==> src/rtl/fdsa_pkg.sv <==
package fdsa_pkg;

    localparam int MAX_CELLS = 4096;
    localparam int SEEN_W    = $clog2(MAX_CELLS + 1);
    localparam int IDX_W     = 12;
    localparam int QDEPTH    = 4;
    localparam int QPTR_W    = $clog2(QDEPTH);

    // boundary modes
    localparam logic [1:0] BND_ZERO     = 2'd0;
    localparam logic [1:0] BND_NEUMANN  = 2'd1;
    localparam logic [1:0] BND_PERIODIC = 2'd2;

    // configuration register indexes
    localparam logic [2:0] CFG_BOUNDARY = 3'd0;
    localparam logic [2:0] CFG_INV_DX   = 3'd1;
    localparam logic [2:0] CFG_DT       = 3'd2;
    localparam logic [2:0] CFG_INV_DT   = 3'd3;
    localparam logic [2:0] CFG_INV_RHO  = 3'd4;

    // neighbor source for a stencil job
    typedef enum logic [1:0] {
        t_nb_cell  = 2'd0,  // a real cell carried in the job
        t_nb_ghost = 2'd1   // boundary ghost built from the own cell
    } t_nb_sel;

    typedef struct packed {
        logic [IDX_W-1:0]   idx;
        logic signed [31:0] lv;
        logic signed [31:0] lp;
        logic signed [31:0] cv;
        logic signed [31:0] cp;
        logic signed [31:0] rv;
        logic signed [31:0] rp;
        t_nb_sel            lsel;
        t_nb_sel            rsel;
        logic               last;
    } t_job;

    typedef struct packed {
        logic [1:0]         mode;
        logic signed [31:0] inv_dx;
        logic signed [31:0] dt;
        logic signed [31:0] inv_dt;
        logic signed [31:0] inv_rho;
    } t_cfg;

    // round(a*b / 2^k) ties away from zero, saturated to 32 bits
    function automatic logic signed [31:0] rnd_sat(input logic signed [65:0] prod,
                                                   input logic k17);
        logic        neg;
        logic [65:0] mag;
        logic [65:0] q;
        begin
            neg = prod[65];
            mag = neg ? 66'(-prod) : 66'(prod);
            if (k17) q = (mag + 66'(1 << 16)) >> 17;
            else     q = (mag + 66'(1 << 15)) >> 16;
            if (neg) begin
                if (q > 66'h80000000) rnd_sat = 32'sh80000000;
                else                  rnd_sat = 32'(-q);
            end else begin
                if (q > 66'h7FFFFFFF) rnd_sat = 32'sh7FFFFFFF;
                else                  rnd_sat = 32'(q);
            end
        end
    endfunction

    function automatic logic signed [31:0] sat34(input logic signed [33:0] x);
        begin
            if (x > 34'sh7FFFFFFF)       sat34 = 32'sh7FFFFFFF;
            else if (x < -34'sh80000000) sat34 = 32'sh80000000;
            else                         sat34 = x[31:0];
        end
    endfunction

endpackage

==> src/rtl/fdsa_queue.sv <==
module fdsa_queue
    import fdsa_pkg::*;
(
    input  logic            i_clk,
    input  logic            i_rst_n,
    input  logic            i_push,
    input  t_job            i_job,
    input  logic            i_pop,
    output logic            o_valid,
    output t_job            o_job,
    output logic [QPTR_W:0] o_free
);

    t_job              r_mem [QDEPTH];
    logic [QPTR_W-1:0] r_wp, r_rp;
    logic [QPTR_W:0]   r_cnt;

    assign o_valid = (r_cnt != '0);
    assign o_job   = r_mem[r_rp];
    assign o_free  = (QPTR_W+1)'(QDEPTH) - r_cnt;

    always_ff @(posedge i_clk) begin
        if (i_push) r_mem[r_wp] <= i_job;
    end

    always_ff @(posedge i_clk) begin
        if (!i_rst_n) begin
            r_wp <= '0; r_rp <= '0; r_cnt <= '0;
        end else begin
            if (i_push) r_wp <= r_wp + 1'b1;
            if (i_pop)  r_rp <= r_rp + 1'b1;
            r_cnt <= r_cnt + (QPTR_W+1)'(i_push) - (QPTR_W+1)'(i_pop);
        end
    end

endmodule

==> config.mk <==
export PLATFORM = sky130hd
export DESIGN_NAME = fdsa_queue
export DESIGN_NICKNAME = d
export VERILOG_FILES = /design/src/rtl/fdsa_pkg.sv /design/src/rtl/fdsa_queue.sv
export SDC_FILE = /design/constraint.sdc
export NUM_CORES = 1
export LEC_CHECK = 0
export ABC_AREA = 1
export BUFFER_PORTS_ARGS = -buffer_cell sky130_fd_sc_hd__buf_2
export CELL_PAD_IN_SITES_DETAIL_PLACEMENT = 1
export CELL_PAD_IN_SITES_GLOBAL_PLACEMENT = 1
export CORE_ASPECT_RATIO = 1.25
export CORE_MARGIN = 5
export CORE_UTILIZATION = 53
export CTS_BUF_LIST = sky130_fd_sc_hd__clkbuf_4
export CTS_CLUSTER_SIZE = 12
export DETAILED_ROUTE_END_ITERATION = 10
export PLACE_DENSITY = 0.95
export SLEW_MARGIN = 20
export SYNTH_ARGS = -nofsm -noshare
export SYNTH_HDL_FRONTEND = slang
export SYNTH_SLANG_ARGS = --single-unit
export TNS_END_PERCENT = 20
==> constraint.sdc <==
create_clock -name i_clk -period 11.68 [get_ports i_clk]
set_input_delay 1.168 -clock i_clk [delete_from_list [all_inputs] [get_ports i_clk]]
set_output_delay 1.168 -clock i_clk [all_outputs]
set_load 0.005 [all_outputs]
==> flow_summary.ini, run 1 <==
[global_route]
grt_pass1_wl_um = 143700
antenna_found_initial = 42
grt_pass1_vias = 23690
grt_max_degree = 249
grt_overflow = 0
track_usage_pct = 28.63

[cells_and_area]
layout-drive-gt1-share_pct = 25.97
layout.cells.non_filler = 3737
design_area_mm2 = 0.03697
finish.utilization_pct = 61.82
nets = 3012
area_growth_pct = 15.22

[timing]
setup-violations-final = 0
fmax_ghz = 0.1644
finClkSkew_ps = 153.7
drv_slew = 0
worst_slew_pin_slew_ps = 1313
slew_headroom_pct = 12.49
fin_crit_sh_pct = 52.08
whs_ps = 343.9
finalHoldViolCount = 0
finalSetupTns_ps = 0
rsz0062_at_grt = no
fin_ws_ps = 5597
post-route-min-period_ps = 6083

[job]
cap_violations = 0

[yosys]
yosysWarnings = 0
yosys.area.top_type = edfxtp_1
syn-cell-area_mm2 = 0.03209
synth_edf_count = 836
netlist.area_leader.share_pct = 78.23
yosys.cell_types.count = 22
yosys-top-cells-area = edfxtp_1 78%, nor2_1 7.3%, o21ai_1 5.0%
synth_ff_type = edfxtp_1
synth_common_cells = 836 x edfxtp_1, 627 x nor2_1, 323 x o21ai_1
ys_seq_area_share_pct = 78.79
ys_async_sr_fraction_pct = 0
syn_avg_cell_area_um2 = 14.01
synth_nets = 2513
synth_cells = 2291
synthMostInstantiatedCell = edfxtp_1
synth-seq-cells = 845

[clock_network]
post_cts_resized = 0
path_clk_slew_ps = 120
h-tree-depth = 4
cts_setup_buffers = 0
cts_inserted_buffers = 196
clock_sinks = 845
cts_tree = built
cts_hold_buf = 0
clock_latency_ps = 1060
cts_root_buffer = clkbuf_4
clk_path_buf_depth = 3

[floorplanning]
start_util_pct = 53.66
rows = 100
die-height_um = 285.1
design.core.area_mm2 = 0.05981
dieArea_mm2 = 0.06560
die_w_um = 230.1
io-pin-count = 426

[place]
place.gp.congestion = 0.7870
placed_cell_area_mm2 = 0.03442
dp_slack_ps = 6511
port_buffers = 425
dp_cells = 3355
hpwlAfterDp_um = 54650

[critical_path]
cp.required_ps = 10510
ff2ff_path_depth = 5
cp.arrival_ps = 4920
cp-start-kind = register
critPathKind = reg -> out
crit_path_end_kind = output port
worst-path-max-fanout = 206

[drt]
drc = 0
ant_nets = 0
drt-total-wl_um = 99160
num_vias = 21970
routed_via_density = 5.879
routedWlPerCell_um = 26.53
first_pass_iters = 5
drt_iter0_markers = 2150

[power_and_ir_drop]
total_power_mw = 6.502
p_leak_nw = 13.25
peakVddDrop_v = 0.0001300
power_density_mw_per_mm2 = 175.9

[worst_hold_path]
whs_path_depth = 1
holdCritPathClass = in -> reg

[outcome]
status = complete, no violations
kinds of logic (layout without fill, tap and decap cells):
group                      after synthesis  count (layout)  share of synthesized area (%)
adders and majority gates                9               9                         0.3743
AOI/OAI and AO/OA                      636             636                          10.18
other                                    0              42                              0
DFF                                    845             845                          78.79
and+or+nand+nor                        639             639                          7.478
buffers and inverters                  162             801                          3.182
cells in the final DEF (no fill, tap or decap):
cell type and n:
edfxtp_1 836, bufinv_16 2, o21ai_0 286, fa_1 1, dfxtp_1 8, clkbuf_4 277
clkinvlp_4 2, dfxtp_4 1, nand2_1 11, inv_2 4, buf_16 2, a21oi_1 5
ha_1 8, buf_12 2, inv_6 1, nor2_1 627, nand3_1 1, clkinv_2 3
clkinv_1 47, buf_6 1, o21ai_2 22, buf_2 425, inv_8 6, buf_4 11
o21ai_1 323, diode_2 42, clkinv_4 1, inv_1 16, clkinv_8 1
critical path, cell delays in order, from the launching register on:
cell	delay, ps
dfxtp_4	800
clkinv_8	730
buf_4	760
buf_6	490
o21ai_0	420
o21ai_0	200
buf_2	180
power breakdown:
| part | internal [mW] | switching [mW] |
|---|---|---|
| sequential | 3.47 | 0.0485 |
| clock | 1.13 | 1.21 |
| combinational | 0.195 | 0.441 |
| total | 4.80 | 1.70 |
per-layer routing:
metal,GRT usage (%),share of wire [%],wire length [um]
met2,51.18,53,52680
met5,0,0.10,103
met4,13.28,4.1,4106
met3,8.767,8.3,8268
met1,31.19,34,34000
worst paths after layout:
kind,startpoint,end,slack (ps)
max,register,o_job[27],5600
min,i_job[163],r_mem[2][163],340
max reg2reg,r_wp[0],r_mem[2][137],9000
min reg2reg,r_rp[1],r_rp[1],460
final cells by class:
cell class,count,area [um2]
repair buffers,441,2316
flip-flops and latches,845,25290
multi-input cells,1284,5786
inverters,22,132.6
clock inverters,61,310.3
diodes,42,105.1
fillers,5924,22830
clock buffers,277,2079
well taps,765,957.2
state kept, by name, indices dropped and copies added, names as in the netlist, named ones only:
name / count
r_cnt: 3
r_rp: 2
r_wp: 2
r_mem: 836
No activity file was read; power rests on OpenSTA's default activity.
==> run 2: changes to the inputs <==
- CORE_UTILIZATION: 53 -> 44
- PLACE_DENSITY: 0.95 -> 0.86
- clock period: 11.68 -> 5.1 ns (I/O delays scaled with it)
==> run 2 against run 1 <==
Compared with the run above:
- total power up 140%
- clock power up 150%
- final area up 7.1%
- worst setup slack worse by 5400 ps
==> flow_summary.ini, run 2 (synthesis results as in run 1) <==
[outcome]
status = complete, no violations

[job]
cap_violations = 0

[global_route]
grt_max_degree = 195
track_usage_pct = 25.48
grt_pass1_vias = 25070
grt_overflow = 0
antenna_found_initial = 19
grt_pass1_wl_um = 153700

[cells_and_area]
top_register = r_mem
fillCellCount = 7322
reg_top3 = r_mem x836, r_cnt x3
regArea_mm2 = 0.02529
finish.utilization_pct = 54.90
layout_common_cells = 836 x edfxtp_1, 627 x nor2_1, 425 x buf_2
multi_input_area_mm2 = 0.005786
largest_reg_flops = 836
nets = 3235
layout-drive-gt1-share_pct = 24.87
final_common_cell = edfxtp_1
area_growth_pct = 23.37
design_area_mm2 = 0.03959

[critical_path]
cp.arrival_ps = 4350
max_stage_delay_ps = 770
slowest_stage = dfxtp_4
ff2ff_path_depth = 5
crit_path_end_kind = output port
worst-path-max-fanout = 194
cp.required_ps = 4590
crit_top_cell = o21ai_0
critPathKind = reg -> out
r2r-end = r_mem[0][70]
regToRegSetupSlack_ps = 2730
reg2reg_from = r_wp[0]
cp-start-kind = register
cp_cell_sequence = clkinv_8 -> buf_12 -> o21ai_0 -> o21ai_0 -> buf_2

[power_and_ir_drop]
power_density_mw_per_mm2 = 391.3
total_power_mw = 15.49
peakVddDrop_v = 0.0003182
p_leak_nw = 14.29

[drt]
first_pass_iters = 5
num_vias = 22670
drc = 0
ant_nets = 0
routed_via_density = 5.468
drt-total-wl_um = 103000
routedWlPerCell_um = 24.84
drt_iter0_markers = 1961

[timing]
setup-violations-final = 0
post-route-min-period_ps = 4860
slew_headroom_pct = 11.97
fmax_ghz = 0.2058
worst_slew_pin_slew_ps = 1320
drv_slew = 0
finClkSkew_ps = 60.58
rsz0062_at_grt = no
finalHoldViolCount = 0
fin_ws_ps = 240.3
fin_crit_sh_pct = 95.29

[worst_hold_path]
min_from = i_job[31]
whs_path_depth = 2
holdCritPathClass = in -> reg
hold_end = r_mem[2][31]

[floorplanning]
rows = 110
dieArea_mm2 = 0.07847
die_w_um = 251.6
start_util_pct = 44.50
io-pin-count = 426
die-height_um = 311.9
design.core.area_mm2 = 0.07212

[clock_network]
clock_latency_ps = 1060
cts_root_buffer = clkbuf_4
path_clk_slew_ps = 80
clk_path_buf_depth = 3
cts_inserted_buffers = 201
h-tree-depth = 4
cts_tree = built
cts_hold_buf = 213
cts_setup_buffers = 0
post_cts_resized = 0
clock_sinks = 845

[place]
hpwlAfterDp_um = 51350
place.gp.congestion = 0.7983
placed_cell_area_mm2 = 0.03480
dp_slack_ps = 1786
port_buffers = 425
[run 2: cell types whose count changed in the layout (fill, tap and decap cells not counted), sizes merged]
cell         change
dlygate4sd3    +213
diode           -21
clkbuf          +16
clkinv          +12
buf              +5
inv              -5
bufinv           +2
[run 2: critical path, delay by kind of cell (launching register included)]
family	cells	cell delay [ps]
compound gates	2	830
buf+inv	3	1130
flops	1	770
[run 2: power breakdown]
group | internal, mW | total, mW | switching, mW
combinational | 0.562 | 1.63 | 1.06
clock | 2.85 | 5.81 | 2.96
sequential | 7.95 | 8.06 | 0.112
total | 11.4 | 15.5 | 4.14
[run 2: how the worst max path moves through the flow]
stage,start,end,depth (start not counted)
finish,register,o_job[39],5
floorplan,r_wp[0],r_mem[0][0],4
CTS,register,o_job[110],6
global placement,register,o_job[110],6
detailed placement,register,o_job[161],6
global route,register,o_job[39],5
[run 2: layout make-up]
class,instances,area share [%]
diodes,21,0.1327
clock buffers,293,5.556
clock inverters,70,1.021
inverters,22,0.3255
multi-input cells,1284,14.61
flip-flops and latches,845,63.87
well taps,952,3.009
repair buffers,659,11.47
[run 2: routing by layer]
| layer | part of all wire, % | track usage (%) |
|---|---|---|
| met1 | 35 | 27.49 |
| met2 | 54 | 46.69 |
| met3 | 6.4 | 6.562 |
| met4 | 4.3 | 11.55 |
| met5 | 0.039 | 0 |
[run 2: per-stage QoR]
stage / std cells / hold slack, ps / setup TNS [ps]
3_3_place_gp: 3549 / 429.6 / 0
6_report: 4146 / 212.8 / 0
5_1_grt: 4144 / 57.98 / 0
3_5_place_dp: 3549 / 462.3 / 0
2_1_floorplan: 2291 / 411.5 / -23380
4_1_cts: 4125 / 43.52 / 0
