==> config.mk <==
export PLATFORM = sky130hd
export DESIGN_NAME = fdsa_front
export DESIGN_NICKNAME = d
export VERILOG_FILES = /design/src/rtl/fdsa_pkg.sv /design/src/rtl/fdsa_front.sv
export SDC_FILE = /design/constraint.sdc
export NUM_CORES = 1
export LEC_CHECK = 0
export ABC_CLOCK_PERIOD_IN_PS = 8400
export CAP_MARGIN = 0
export CORE_MARGIN = 1.5
export CORE_UTILIZATION = 63
export DETAILED_ROUTE_END_ITERATION = 7
export DONT_BUFFER_PORTS = 1
export PLACE_DENSITY = 0.79
export SLEW_MARGIN = 20
export SYNTH_ARGS = -nofsm -noshare
export SYNTH_HDL_FRONTEND = slang
export SYNTH_SLANG_ARGS = --single-unit
==> constraint.sdc <==
create_clock -name i_clk -period 8.4 [get_ports i_clk]
set_input_delay 0.84 -clock i_clk [delete_from_list [all_inputs] [get_ports i_clk]]
set_output_delay 0.84 -clock i_clk [all_outputs]
set_load 0.02 [all_outputs]
==> src/rtl/fdsa_pkg.sv <==
package fdsa_pkg;

    localparam int MAX_CELLS = 4096;
    localparam int SEEN_W    = $clog2(MAX_CELLS + 1);
    localparam int IDX_W     = 12;
    localparam int QDEPTH    = 4;
    localparam int QPTR_W    = $clog2(QDEPTH);

    // boundary modes
    localparam logic [1:0] BND_ZERO     = 2'd0;
    localparam logic [1:0] BND_NEUMANN  = 2'd1;
    localparam logic [1:0] BND_PERIODIC = 2'd2;

    // configuration register indexes
    localparam logic [2:0] CFG_BOUNDARY = 3'd0;
    localparam logic [2:0] CFG_INV_DX   = 3'd1;
    localparam logic [2:0] CFG_DT       = 3'd2;
    localparam logic [2:0] CFG_INV_DT   = 3'd3;
    localparam logic [2:0] CFG_INV_RHO  = 3'd4;

    // neighbor source for a stencil job
    typedef enum logic [1:0] {
        t_nb_cell  = 2'd0,  // a real cell carried in the job
        t_nb_ghost = 2'd1   // boundary ghost built from the own cell
    } t_nb_sel;

    typedef struct packed {
        logic [IDX_W-1:0]   idx;
        logic signed [31:0] lv;
        logic signed [31:0] lp;
        logic signed [31:0] cv;
        logic signed [31:0] cp;
        logic signed [31:0] rv;
        logic signed [31:0] rp;
        t_nb_sel            lsel;
        t_nb_sel            rsel;
        logic               last;
    } t_job;

    typedef struct packed {
        logic [1:0]         mode;
        logic signed [31:0] inv_dx;
        logic signed [31:0] dt;
        logic signed [31:0] inv_dt;
        logic signed [31:0] inv_rho;
    } t_cfg;

    // round(a*b / 2^k) ties away from zero, saturated to 32 bits
    function automatic logic signed [31:0] rnd_sat(input logic signed [65:0] prod,
                                                   input logic k17);
        logic        neg;
        logic [65:0] mag;
        logic [65:0] q;
        begin
            neg = prod[65];
            mag = neg ? 66'(-prod) : 66'(prod);
            if (k17) q = (mag + 66'(1 << 16)) >> 17;
            else     q = (mag + 66'(1 << 15)) >> 16;
            if (neg) begin
                if (q > 66'h80000000) rnd_sat = 32'sh80000000;
                else                  rnd_sat = 32'(-q);
            end else begin
                if (q > 66'h7FFFFFFF) rnd_sat = 32'sh7FFFFFFF;
                else                  rnd_sat = 32'(q);
            end
        end
    endfunction

    function automatic logic signed [31:0] sat34(input logic signed [33:0] x);
        begin
            if (x > 34'sh7FFFFFFF)       sat34 = 32'sh7FFFFFFF;
            else if (x < -34'sh80000000) sat34 = 32'sh80000000;
            else                         sat34 = x[31:0];
        end
    endfunction

endpackage

==> src/rtl/fdsa_front.sv <==
module fdsa_front
    import fdsa_pkg::*;
(
    input  logic               i_clk,
    input  logic               i_rst_n,
    input  logic               i_valid,
    output logic               o_stall,
    input  logic signed [31:0] i_cell_velocity,
    input  logic signed [31:0] i_cell_pressure,
    input  logic               i_grid_end,
    input  logic [1:0]         i_mode,
    output logic               o_push,
    output t_job               o_job,
    input  logic [QPTR_W:0]    i_q_free
);

    typedef enum logic [1:0] {
        ST_IDLE,
        ST_EMIT
    } t_state;

    t_state             r_state;
    logic [SEEN_W-1:0]  r_seen;
    logic signed [31:0] r_lv, r_lp, r_mv, r_mp, r_fv, r_fp, r_sv, r_sp;
    // captured transaction
    logic signed [31:0] r_cv, r_cp;
    logic               r_last;
    logic [SEEN_W-1:0]  r_n;
    logic signed [31:0] r_ov, r_op;   // old middle
    logic signed [31:0] r_olv, r_olp; // old left
    logic [1:0]         r_k;          // jobs already pushed for this transaction

    logic               per;
    logic               acc;
    logic [1:0]         njobs;
    logic [IDX_W-1:0]   idx_prev, idx_n;
    t_job               job;

    assign per  = (i_mode == BND_PERIODIC);
    assign acc  = i_valid && !o_stall;
    // needs room for three jobs so a transaction never blocks halfway
    assign o_stall = (r_state != ST_IDLE) || (i_q_free < (QPTR_W+1)'(3));

    assign idx_prev = (r_n - 1'b1 > SEEN_W'(4095)) ? IDX_W'(4095) : IDX_W'(r_n - 1'b1);
    assign idx_n    = (r_n > SEEN_W'(4095)) ? IDX_W'(4095) : IDX_W'(r_n);

    // list of jobs for the captured transaction
    always_comb begin
        njobs = 2'd0;
        if (r_n == '0) njobs = r_last ? 2'd1 : 2'd0;
        else begin
            njobs = ((r_n == SEEN_W'(1)) && per) ? 2'd0 : 2'd1;
            if (r_last) njobs = njobs + (per ? 2'd2 : 2'd1);
        end
    end

    always_comb begin
        job      = '0;
        job.lsel = t_nb_cell;
        job.rsel = t_nb_cell;
        if (r_n == '0) begin
            job.idx = '0;
            job.cv = r_cv; job.cp = r_cp;
            job.lv = r_cv; job.lp = r_cp; job.rv = r_cv; job.rp = r_cp;
            job.lsel = per ? t_nb_cell : t_nb_ghost;
            job.rsel = per ? t_nb_cell : t_nb_ghost;
        end else begin
            logic [1:0] slot;
            slot = r_k + (((r_n == SEEN_W'(1)) && per) ? 2'd1 : 2'd0);
            case (slot)
                2'd0: begin
                    job.cv = r_ov; job.cp = r_op; job.rv = r_cv; job.rp = r_cp;
                    if (r_n == SEEN_W'(1)) begin
                        job.idx = '0; job.lsel = t_nb_ghost;
                    end else begin
                        job.idx = idx_prev; job.lv = r_olv; job.lp = r_olp;
                    end
                end
                2'd1: begin
                    job.idx = idx_n;
                    job.lv = r_ov; job.lp = r_op; job.cv = r_cv; job.cp = r_cp;
                    job.rv = r_fv; job.rp = r_fp;
                    job.rsel = per ? t_nb_cell : t_nb_ghost;
                end
                default: begin
                    job.idx = '0;
                    job.lv = r_cv; job.lp = r_cp; job.cv = r_fv; job.cp = r_fp;
                    job.rv = r_sv; job.rp = r_sp;
                end
            endcase
        end
        job.last = (r_k + 2'd1 == njobs);
    end

    assign o_push = (r_state == ST_EMIT) && (njobs != 2'd0);
    assign o_job  = job;

    always_ff @(posedge i_clk) begin
        if (!i_rst_n) begin
            r_state <= ST_IDLE;
            r_seen  <= '0;
            r_k     <= '0;
            r_lv <= '0; r_lp <= '0; r_mv <= '0; r_mp <= '0;
            r_fv <= '0; r_fp <= '0; r_sv <= '0; r_sp <= '0;
        end else begin
            case (r_state)
                ST_IDLE: begin
                    if (acc) begin
                        r_cv <= i_cell_velocity; r_cp <= i_cell_pressure;
                        r_last <= i_grid_end; r_n <= r_seen;
                        r_ov <= r_mv; r_op <= r_mp; r_olv <= r_lv; r_olp <= r_lp;
                        r_k <= '0;
                        if (r_seen == '0) begin
                            r_fv <= i_cell_velocity; r_fp <= i_cell_pressure;
                        end else begin
                            if (r_seen == SEEN_W'(1)) begin
                                r_sv <= i_cell_velocity; r_sp <= i_cell_pressure;
                            end
                            r_lv <= r_mv; r_lp <= r_mp;
                        end
                        r_mv <= i_cell_velocity; r_mp <= i_cell_pressure;
                        if (i_grid_end) r_seen <= '0;
                        else if (r_seen < SEEN_W'(MAX_CELLS)) r_seen <= r_seen + 1'b1;
                        r_state <= ST_EMIT;
                    end
                end
                ST_EMIT: begin
                    if (njobs == 2'd0 || r_k + 2'd1 >= njobs) r_state <= ST_IDLE;
                    else r_k <= r_k + 2'd1;
                end
                default: r_state <= ST_IDLE;
            endcase
        end
    end

endmodule

==> run metrics, run 1 <==
status finished, final reports clean; CTS tree yes; crit share post-route 0.748; fill count 2419; CTS Buffer Depth 3; dpl ws 2.75 ns; dpl cells 2448; clk sinks 478; hold buffer count at cts 0; Yosys warning count 0; M3 GR Usage 0.0780; Post-Syn Area 20500 µm²; die width 183 µm; worst setup margin 2.11 ns; Clock Latency Late Sink 0.54 ns; ys async rst share 0; cells after synthesis 2216; core outline area 31700 µm²; initial core utilization 0.645; crit path cell chain nor3_1 > nand4_1 > nor2_1 > ha_1 > xnor2_2 > buf_4 > buf_4 > nand2_4 > buf_4 > a22oi_2 > nand2_1; highest-delay cell along the critical path buf_4; Pwr Density 229 nW/µm²; Reg clk slew, reported paths 0.06 ns; met1 Resource Use GR 0.421; pin count of the biggest net entering global routing 456; Leak 7.49 nW; kind of critical path reg -> out; total grt overflow 0; sequential area share after synthesis 0.569; initial antenna violation count 0; average wire per standard cell 21.5 µm; GRT Overall Usage 0.317; layout cells sized above 1 0.0731; post-DP HPWL 31200 µm; H-tree depth 2; CTS buffer count 48; R2R Path End r_k[0]$_SDFFE_PN0P_; Hold Path Class in -> reg; Synth area leader edfxtp_1; Crit. Startpoint r_n[11]$_DFFE_PP_; Setup Buffers After CTS 0; post_cts resized 0; fmax 0.159 GHz; Avg Inst Size Synth 9.23 µm²; peak fanout along the critical path 73; Vias/cell 6.51; Worst Path Arrival 5.45 ns; Reg2Reg Launch Point r_n[12]$_DFFE_PP_; final setup violation count 0; DRC 0; Clock Skews 0.0140 ns; first drt pass iteration count 7; final setup TNS 0 ns; first-pass GRT wire length 84200 µm; port buffer count 0; register bit total from synthesis 478; CP required 7.56 ns; die height 183 µm; Die ar. 33600 µm²; top post-synthesis cells by area edfxtp_1, dfxtp_1, nand2_1; Final Hold Fails 0; Startpoint Class register; ANT nets after route 0; reg2reg path depth 10; Critical Path Max Stage Delay 0.73 ns; R2R Setup Slk 4.17 ns; Layout Area Growth over Synthesis 6.92%; Rel. slew slack 0.0954; fin cells 2536; VDD IR max 0.000205 V; GRT met2 Usage 0.504; Power, Total 5.01 mW; Slew @ Worst Pin 1.36 ns; Yosys cell types 51; CP most frequent cell buf_4; Top FF cell, synth dfxtp_1; Detailed Route Iter0 Violations 1989; area share of the largest cell type after synthesis 0.302; critical path endpoint category output pin; max-cap check violation count 0; Final Max Slew Viols 0; Detailed Route WL 54600 µm; Net count, final 2178; RSZ-0062 raised after global routing no; Worst setup endpoint o_job[162]; I/O Pins 284; min Tclk post-route 6.29 ns; vias in the first global route 15400; Final Wtd Congestion 0.892; number of synthesized flops with an enable pin 206; clock root cell clkbuf_16; row cnt 65; final core occ 0.690; # diodes 0; via count 16500; most used routing layer met2
[report_power, final]
| part | leakage [nW] | total, mW | switching (mW) | internal (mW) |
|---|---|---|---|---|
| logic | 2.63 | 0.397 | 0.307 | 0.0904 |
| registers | 4.11 | 2.57 | 0.0594 | 2.51 |
| clock network | 0.749 | 2.05 | 0.854 | 1.19 |
[cells in the mapped netlist, types with 2 or more instances]
cell       number
nor3_1         11
buf_1           5
and2_1          6
a22oi_2        45
buf_2          35
a21o_1          3
o21ai_0       193
clkbuf_1      135
nor2b_1         3
xnor2_1         9
or4b_1          2
and3_1          3
o2bb2ai_1       2
a211oi_1        5
nand2b_1        5
nand4_1         4
a22oi_1        19
nand3_1       205
o21a_1          7
xor2_1          5
a21boi_0       65
ha_1            9
a21oi_1       141
o21ai_1        18
o21bai_1        3
dfxtp_1       272
o22ai_1       128
nor4_1          9
buf_4          12
buf_6           6
inv_1          13
nor2_1        150
nand2_1       459
or3_1           4
a31oi_1         4
edfxtp_1      206
[how the worst min path moves through the flow]
stage	from	end	slack, ns	cells past startpoint
2_1_floorplan	r_lp[0]$_SDFFE_PN0P_	r_olp[0]$_DFFE_PP_	0.41	0
6_report	i_cell_pressure[23]	r_cp[23]$_DFFE_PP_	0.39	0
3_3_place_gp	r_lp[17]$_SDFFE_PN0P_	r_olp[17]$_DFFE_PP_	0.41	0
5_1_grt	i_cell_pressure[29]	r_cp[29]$_DFFE_PP_	0.37	0
4_1_cts	i_cell_pressure[30]	r_cp[30]$_DFFE_PP_	0.37	0
3_5_place_dp	r_lp[28]$_SDFFE_PN0P_	r_olp[28]$_DFFE_PP_	0.41	0
[cells in the final DEF, fill, tap and decap left out, types with 4 or more instances in the layout]
cell type	Yosys	layout
xnor2_1	9	8
clkinv_2	0	11
a21boi_0	65	65
nand2b_1	5	4
o21ai_0	193	193
a22oi_1	19	19
inv_1	13	13
xor2_1	5	5
clkinv_1	0	6
o21ai_1	18	17
clkbuf_16	0	49
clkbuf_1	135	12
a211oi_1	5	5
buf_4	12	21
nor4_1	9	9
dfxtp_1	272	272
nand2_1	459	457
nand4_1	4	4
o21a_1	7	6
edfxtp_1	206	206
o22ai_1	128	128
nand3_1	205	204
a31oi_1	4	4
nor2_1	150	150
ha_1	9	9
or3_1	4	4
nor3_1	11	10
a21oi_1	141	141
a22oi_2	45	45
clkbuf_8	0	7
[state kept, by name (all words and copies together), names as in the netlist]
signal and flops:
r_fv 32, r_seen 13, r_last 1, r_lv 32, r_mv 32, r_sp 32
r_fp 32, r_sv 32, r_mp 32, r_n 13, r_state 1, r_cv 32
r_op 32, r_k 2, r_ov 32, r_lp 32, r_cp 32, r_olp 32
r_olv 32
[final cells by class]
cell class | count | area (µm²) | area share
clock buffer | 68 | 1370 | 0.0625
clock inverter | 20 | 145 | 0.00664
inverter | 13 | 48.8 | 0.00223
multi-input combinational | 1533 | 8000 | 0.366
sequential | 478 | 11600 | 0.532
tap | 402 | 503 | 0.0230
timing repair buffer | 22 | 178 | 0.00812
[worst max-delay path: cells and delay by family (launching register included)]
kind	cells	cell delay (ns)
simple gates	5	2.10
xor+xnor	1	0.14
buf+inv	3	1.61
fa+ha+maj	1	0.25
compound gates	1	0.27
flops	1	0.47
[per-layer routing]
metal | share of wire | routed length [µm]
met4 | 0.031 | 1670
met1 | 0.40 | 21900
met3 | 0.11 | 5850
met5 | 0 | 0
met2 | 0.46 | 25300
[cell families after synthesis]
group / after synthesis / share of synthesized area
DFF: 478 / 0.569
AOI/OAI and AO/OA: 639 / 0.195
and+or+nand+nor: 869 / 0.180
other: 1 / 0.000183
adders and majority gates: 9 / 0.00551
buffers and inverters: 206 / 0.0443
xor gates and xnor gates: 14 / 0.00599
[stage by stage]
stage	cell area [µm²]	hold slack [ns]
after floorplan	20500	0.408
after global placement	20400	0.411
after detailed placement	20400	0.414
after CTS	21900	0.371
after global routing	21900	0.371
final	21900	0.392
Note: power is estimated with default switching activity, not from simulation.
==> run 2, diff against run 1 <==
ABC_CLOCK_PERIOD_IN_PS = 5700   (was 8400)
CORE_UTILIZATION = 57   (was 63)
PLACE_DENSITY = 0.75   (was 0.79)
clock period = 5.7 ns   (was 8.4 ns; I/O delays follow)
==> run 2 against run 1 <==
Compared with the run above: final cell count up 2.5%; core utilization down 6.8 points; cell area up 0.90%; register-to-register slack worse by 2.7 ns; sequential power up 47%; clock skew about the same; critical endpoint is now o_job[196]; largest cell class unchanged.
==> run metrics, run 2 (same netlist as run 1, synthesis figures left out) <==
fin cells 2599 (+2.5%); final setup violation count 0 (unchanged); I/O Pins 284 (unchanged); R2R Setup Slk 1.50 ns (-2.67 ns); Hold Path Class in -> reg; critical path endpoint category output pin; Crit. Startpoint r_n[11]$_DFFE_PP_; Design Area, Final 22100 µm² (+0.90%); Worst path depth 10 (-1); Power, Total 7.53 mW (+50%); start point of the worst hold path i_cell_pressure[24]; highest-delay cell along the critical path nor3_1; final setup TNS 0 ns (unchanged); Rel. slew slack 0.283 (+0.188); Startpoint Class register; row cnt 69 (+6.2%); Pint 5.70 mW (+50%); core outline area 35500 µm² (+12%); average wire per standard cell 20.8 µm (-3.5%); die width 192 µm (+5.0%); Final Hold Fails 0 (unchanged); total grt overflow 0 (unchanged); crit path cell chain nor3_1 > nand4_1 > nor2_1 > ha_1 > xnor2_2 > buf_4 > nand2_4 > buf_4 > a22oi_1 > nand2_1; CP required 5.13 ns (-2.43 ns); Worst Path Arrival 4.69 ns (-0.76 ns); Reg clk slew, reported paths 0.06 ns (about the same); DRC 0 (unchanged); Die ar. 37000 µm² (+10%); CTS Buffer Depth 3 (unchanged); Net count, final 2182 (+0.18%); first-pass GRT wire length 81800 µm (-2.9%); commonest non-fill, non-tap cells in the layout nand2_1, dfxtp_1, edfxtp_1; Sw Share 0.243 (-0.000578); Logic pwr share 0.077 (-0.002); pin count of the biggest net entering global routing 456 (unchanged); hold buffer count at cts 0 (unchanged); Final Wtd Congestion 0.961 (+7.7%); Detailed Route Iter0 Violations 1570 (-21%); clock power share 0.420 (+0.012); peak fanout along the critical path 44 (-40%); min Tclk post-route 5.26 ns; post-DP HPWL 31900 µm (+2.1%); Clock Latency Late Sink 0.56 ns (+0.02 ns); family with the most delay on the worst path simple AND/OR/NAND/NOR gates; # diodes 0 (unchanged); NetSw 1.83 mW (+50%); Layout Area Growth over Synthesis 7.88%; Reg2Reg Launch Point r_n[12]$_DFFE_PP_; Final Max Slew Viols 0 (unchanged); Vias/cell 6.34 (-2.7%); GRT Overall Usage 0.281 (-0.0360); layout cells sized above 1 0.0767 (+0.00361); H-tree depth 2 (unchanged); Leak 7.54 nW (+0.70%); port buffer count 0 (unchanged); via count 16500 (-0.30%); Setup Buffers After CTS 0 (unchanged); WP buf/inv 2 (-1); ANT nets after route 0 (unchanged); crit share post-route 0.923; initial antenna violation count 0 (unchanged); worst hold stages 0 (unchanged); clock root cell clkbuf_16; kind of critical path reg -> out; initial core utilization 0.576 (-0.0684); placed cell areas 20500 µm² (+0.57%); die height 192 µm (+5.0%); worst setup margin 0.440 ns (-1.67 ns); VDD IR max 0.000259 V (+26%); RSZ-0062 raised after global routing no; reg2reg path depth 9 (-1); CTS tree yes; Pwr Density 341 nW/µm² (+49%); clk sinks 478 (unchanged); dpl cells 2511 (+2.6%); commonest non-fill, non-tap cell in the layout nand2_1; CTS buffer count 48 (unchanged); fmax 0.190 GHz; sequential group share of total power 0.503 (-0.009); CP most frequent cell buf_4; dpl ws 1.08 ns (-1.66 ns); vias in the first global route 14800 (-4.0%); Clock Skews 0.0137 ns (-0.000257 ns); Critical Path Max Stage Delay 0.67 ns (-0.06 ns); first drt pass iteration count 6 (-1); status finished, final reports clean; post_cts resized 0 (unchanged); Detailed Route WL 54000 µm (-1.1%); max-cap check violation count 0 (unchanged); Slew @ Worst Pin 1.08 ns (-0.282 ns)
-- run 2: metal layers --
| layer | vias up | global-route usage | part of all wire |
|---|---|---|---|
| li1 | 7616 | - | - |
| met1 | 7839 | 0.387 | 0.41 |
| met2 | 903 | 0.447 | 0.46 |
| met3 | 115 | 0.0560 | 0.10 |
| met4 | 0 | 0.0918 | 0.028 |
| met5 | - | 0 | 0 |
-- run 2: final cells by class --
type / count / area, µm²
inverters: 13 / 48.8
flip-flops and latches: 478 / 11600
fillers: 2901 / 13400
multi-input cells: 1533 / 8000
clock buffers: 69 / 1380
well taps: 461 / 577
repair buffers: 26 / 220
clock inverters: 19 / 213
-- run 2: power groups by stage --
stage          clock network, mW  registers [mW]  logic, mW
2_1_floorplan                  0            3.83      0.497
3_3_place_gp                   0            3.85      0.562
3_5_place_dp                   0            3.85      0.573
4_1_cts                     3.21            3.78      0.576
5_1_grt                     3.33            3.79      0.625
6_report                    3.17            3.78      0.579
-- run 2: final timing paths --
check | end
setup / recovery | o_job[196]
hold reg to reg | r_olv[11]$_DFFE_PP_
setup reg to reg | r_k[0]$_SDFFE_PN0P_
hold / removal | r_cp[24]$_DFFE_PP_
-- run 2: worst reg2reg max path, delay by kind of cell, from the launching register on --
| kind | cells | cell delay [ns] |
|---|---|---|
| buf+inv | 1 | 0.69 |
| flops | 1 | 0.67 |
| fa+ha+maj | 1 | 0.25 |
| compound gates | 3 | 0.58 |
| simple gates | 4 | 1.89 |
-- run 2: through the flow --
step	hold WS, ns	util
after floorplan	0.408	-
after global placement	0.411	0.577
after detailed placement	0.414	0.577
after CTS	0.0799	0.622
after global routing	0.0844	0.622
final	0.102	0.622
==> run 3, diff against run 2 <==
CORE_UTILIZATION = 50   (was 57)
PLACE_DENSITY = 0.68   (was 0.75)
==> run 3 against run 2 <==
Compared with the run above: the run now ends with max-slew violations left; power rose by 3.0%; sequential power about the same; wire length is 3.8% higher; cell area rose by 0.98%; combinational power up 2%; setup slack worse by 0.13 ns; hold slack got worse by 0.034 ns; die area grew 14%; via count down 0.67%; final cell count increased by 2.6%; clock power grew 6.6%; maximum frequency down 2.5%; critical endpoint is now o_job[130]; highest routed layer unchanged.
==> run metrics, run 3 (same netlist as run 1, synthesis figures left out) <==
status finished, violations left; failing checks max-slew violations; crit path cell chain nor3_1 > nand4_1 > nor2_1 > ha_1 > xnor2_2 > nand2_4 > and2_2 > buf_12 > nor2_1 > a21oi_1; post_cts resized 0 (unchanged); Clock Skews 0.0236 ns (+0.00991 ns); highest-delay cell along the critical path and2_2; family with the most delay on the worst path simple AND/OR/NAND/NOR gates; Sw Share 0.241 (-0.00187); Layout Area Growth over Synthesis 8.94%; Critical Path Max Stage Delay 0.77 ns (+0.10 ns); Worst path depth 10 (unchanged); Pint 5.88 mW (+3.2%); fin cells 2666 (+2.6%); I/O Pins 284 (unchanged); critical path endpoint category output pin; Crit. Startpoint r_n[11]$_DFFE_PP_; Clock Latency Late Sink 0.59 ns (+0.03 ns); final setup violation count 0 (unchanged); CTS tree yes; RSZ-0062 raised after global routing no; Reg clk slew, reported paths 0.06 ns (about the same); row cnt 73 (+5.8%); final setup TNS 0 ns (unchanged); CTS Buffer Depth 3 (unchanged); first drt pass iteration count 6 (unchanged); Final Hold Fails 0 (unchanged); total grt overflow 0 (unchanged); Die ar. 42100 µm² (+14%); Setup Buffers After CTS 0 (unchanged); NetSw 1.87 mW (+2.2%); # diodes 0 (unchanged); crit share post-route 0.946 (+0.0235); Multi-input gate area 8010 µm² (+0.13%); initial core utilization 0.511 (-0.0652); Detailed Route WL 56100 µm (+3.8%); die width 205 µm (+6.7%); kind of critical path reg -> out; clk sinks 478 (unchanged); Slew @ Worst Pin 1.78 ns (+0.703 ns); Startpoint Class register; H-tree depth 2 (unchanged); GRT Overall Usage 0.261 (-0.0206); commonest non-fill, non-tap cells in the layout nand2_1, dfxtp_1, edfxtp_1; post-DP HPWL 32700 µm (+2.8%); min Tclk post-route 5.39 ns (+0.134 ns); WP buf/inv 1 (-1); initial antenna violation count 0 (unchanged); Final Wtd Congestion 0.839 (-13%); peak fanout along the critical path 37 (-16%); layout cells sized above 1 0.0761 (-0.000575); pin count of the biggest net entering global routing 456 (unchanged); Vias/cell 6.14 (-3.2%); DRC 0 (unchanged); port buffer count 0 (unchanged); CP most frequent cell nor2_1; reg2reg path depth 11 (+2); VDD IR max 0.000243 V (-6.1%); CP required 5.13 ns (about the same); fill count 3534 (+22%); Leak 7.61 nW (+0.97%); Worst Path Arrival 4.82 ns (+0.13 ns); ANT nets after route 0 (unchanged); Net count, final 2182 (unchanged); start point of the worst hold path i_cell_velocity[6]; dpl cells 2573 (+2.5%); first-pass GRT wire length 86200 µm (+5.4%); hold buffer count at cts 0 (unchanged); worst hold stages 0 (unchanged); register area 11600 µm² (unchanged); core outline area 40000 µm² (+13%); commonest non-fill, non-tap cell in the layout nand2_1; sequential group share of total power 0.488 (-0.015); via count 16400 (-0.67%); Detailed Route Iter0 Violations 1798 (+15%); Final Max Slew Viols 185 (+185); Hold Path Class in -> reg; clock power share 0.436 (+0.016); fmax 0.185 GHz (-2.5%); Pwr Density 348 nW/µm² (+2.0%); Rel. slew slack -0.185 (-0.468); Logic pwr share 0.076 (about the same); clock root cell clkbuf_16; CTS buffer count 50 (+4.2%); average wire per standard cell 21.0 µm (+1.2%); die height 205 µm (+6.7%); max-cap check violation count 0 (unchanged); vias in the first global route 15300 (+3.4%); Reg2Reg Launch Point r_n[12]$_DFFE_PP_
-- run 3: cell count changes in the layout (fill, tap and decap cells not counted), sizes merged --
cell      delta
clkinvlp     -3
buf          -2
clkinv       +7
inv          -2
bufinv       +3
-- run 3: worst paths after layout --
path | slack, ns | end
worst max-delay path | 0.31 | o_job[130]
worst min-delay path | 0.07 | r_cv[6]$_DFFE_PP_
worst min register to register | 0.42 | r_olv[23]$_DFFE_PP_
worst max register to register | 2.02 | r_k[0]$_SDFFE_PN0P_
-- run 3: per-stage QoR --
| step | util | hold WS, ns | setup slack (ns) | area (µm²) | power [mW] |
|---|---|---|---|---|---|
| floorplan | - | 0.408 | 1.08 | 20500 | 4.33 |
| global placement | 0.514 | 0.411 | 1.16 | 20600 | 4.42 |
| detailed placement | 0.514 | 0.414 | 0.954 | 20600 | 4.44 |
| CTS | 0.557 | 0.0349 | 0.325 | 22300 | 7.80 |
| global route | 0.557 | 0.0429 | 0.0520 | 22300 | 8.00 |
| finish | 0.557 | 0.0684 | 0.306 | 22300 | 7.75 |
-- run 3: area by class of cell --
cell class / count / area share
sequential: 478 / 0.522
clock inverter: 24 / 0.0133
timing repair buffer: 24 / 0.0103
tap: 525 / 0.0295
clock buffer: 69 / 0.0635
multi-input combinational: 1533 / 0.359
inverter: 13 / 0.00219
-- run 3: power by group through the flow --
stage | clock network, mW | logic [mW] | registers (mW)
after CTS | 3.43 | 0.588 | 3.78
after detailed placement | 0 | 0.586 | 3.85
final | 3.38 | 0.588 | 3.78
after floorplan | 0 | 0.497 | 3.83
after global routing | 3.57 | 0.633 | 3.79
after global placement | 0 | 0.579 | 3.84
-- run 3: metal layers --
layer	up-vias	track usage	wire length, µm
met2	807	0.411	25700
met4	0	0.0970	1430
met5	-	0	0
met1	7829	0.350	23600
met3	94	0.0602	5310
li1	7633	-	-
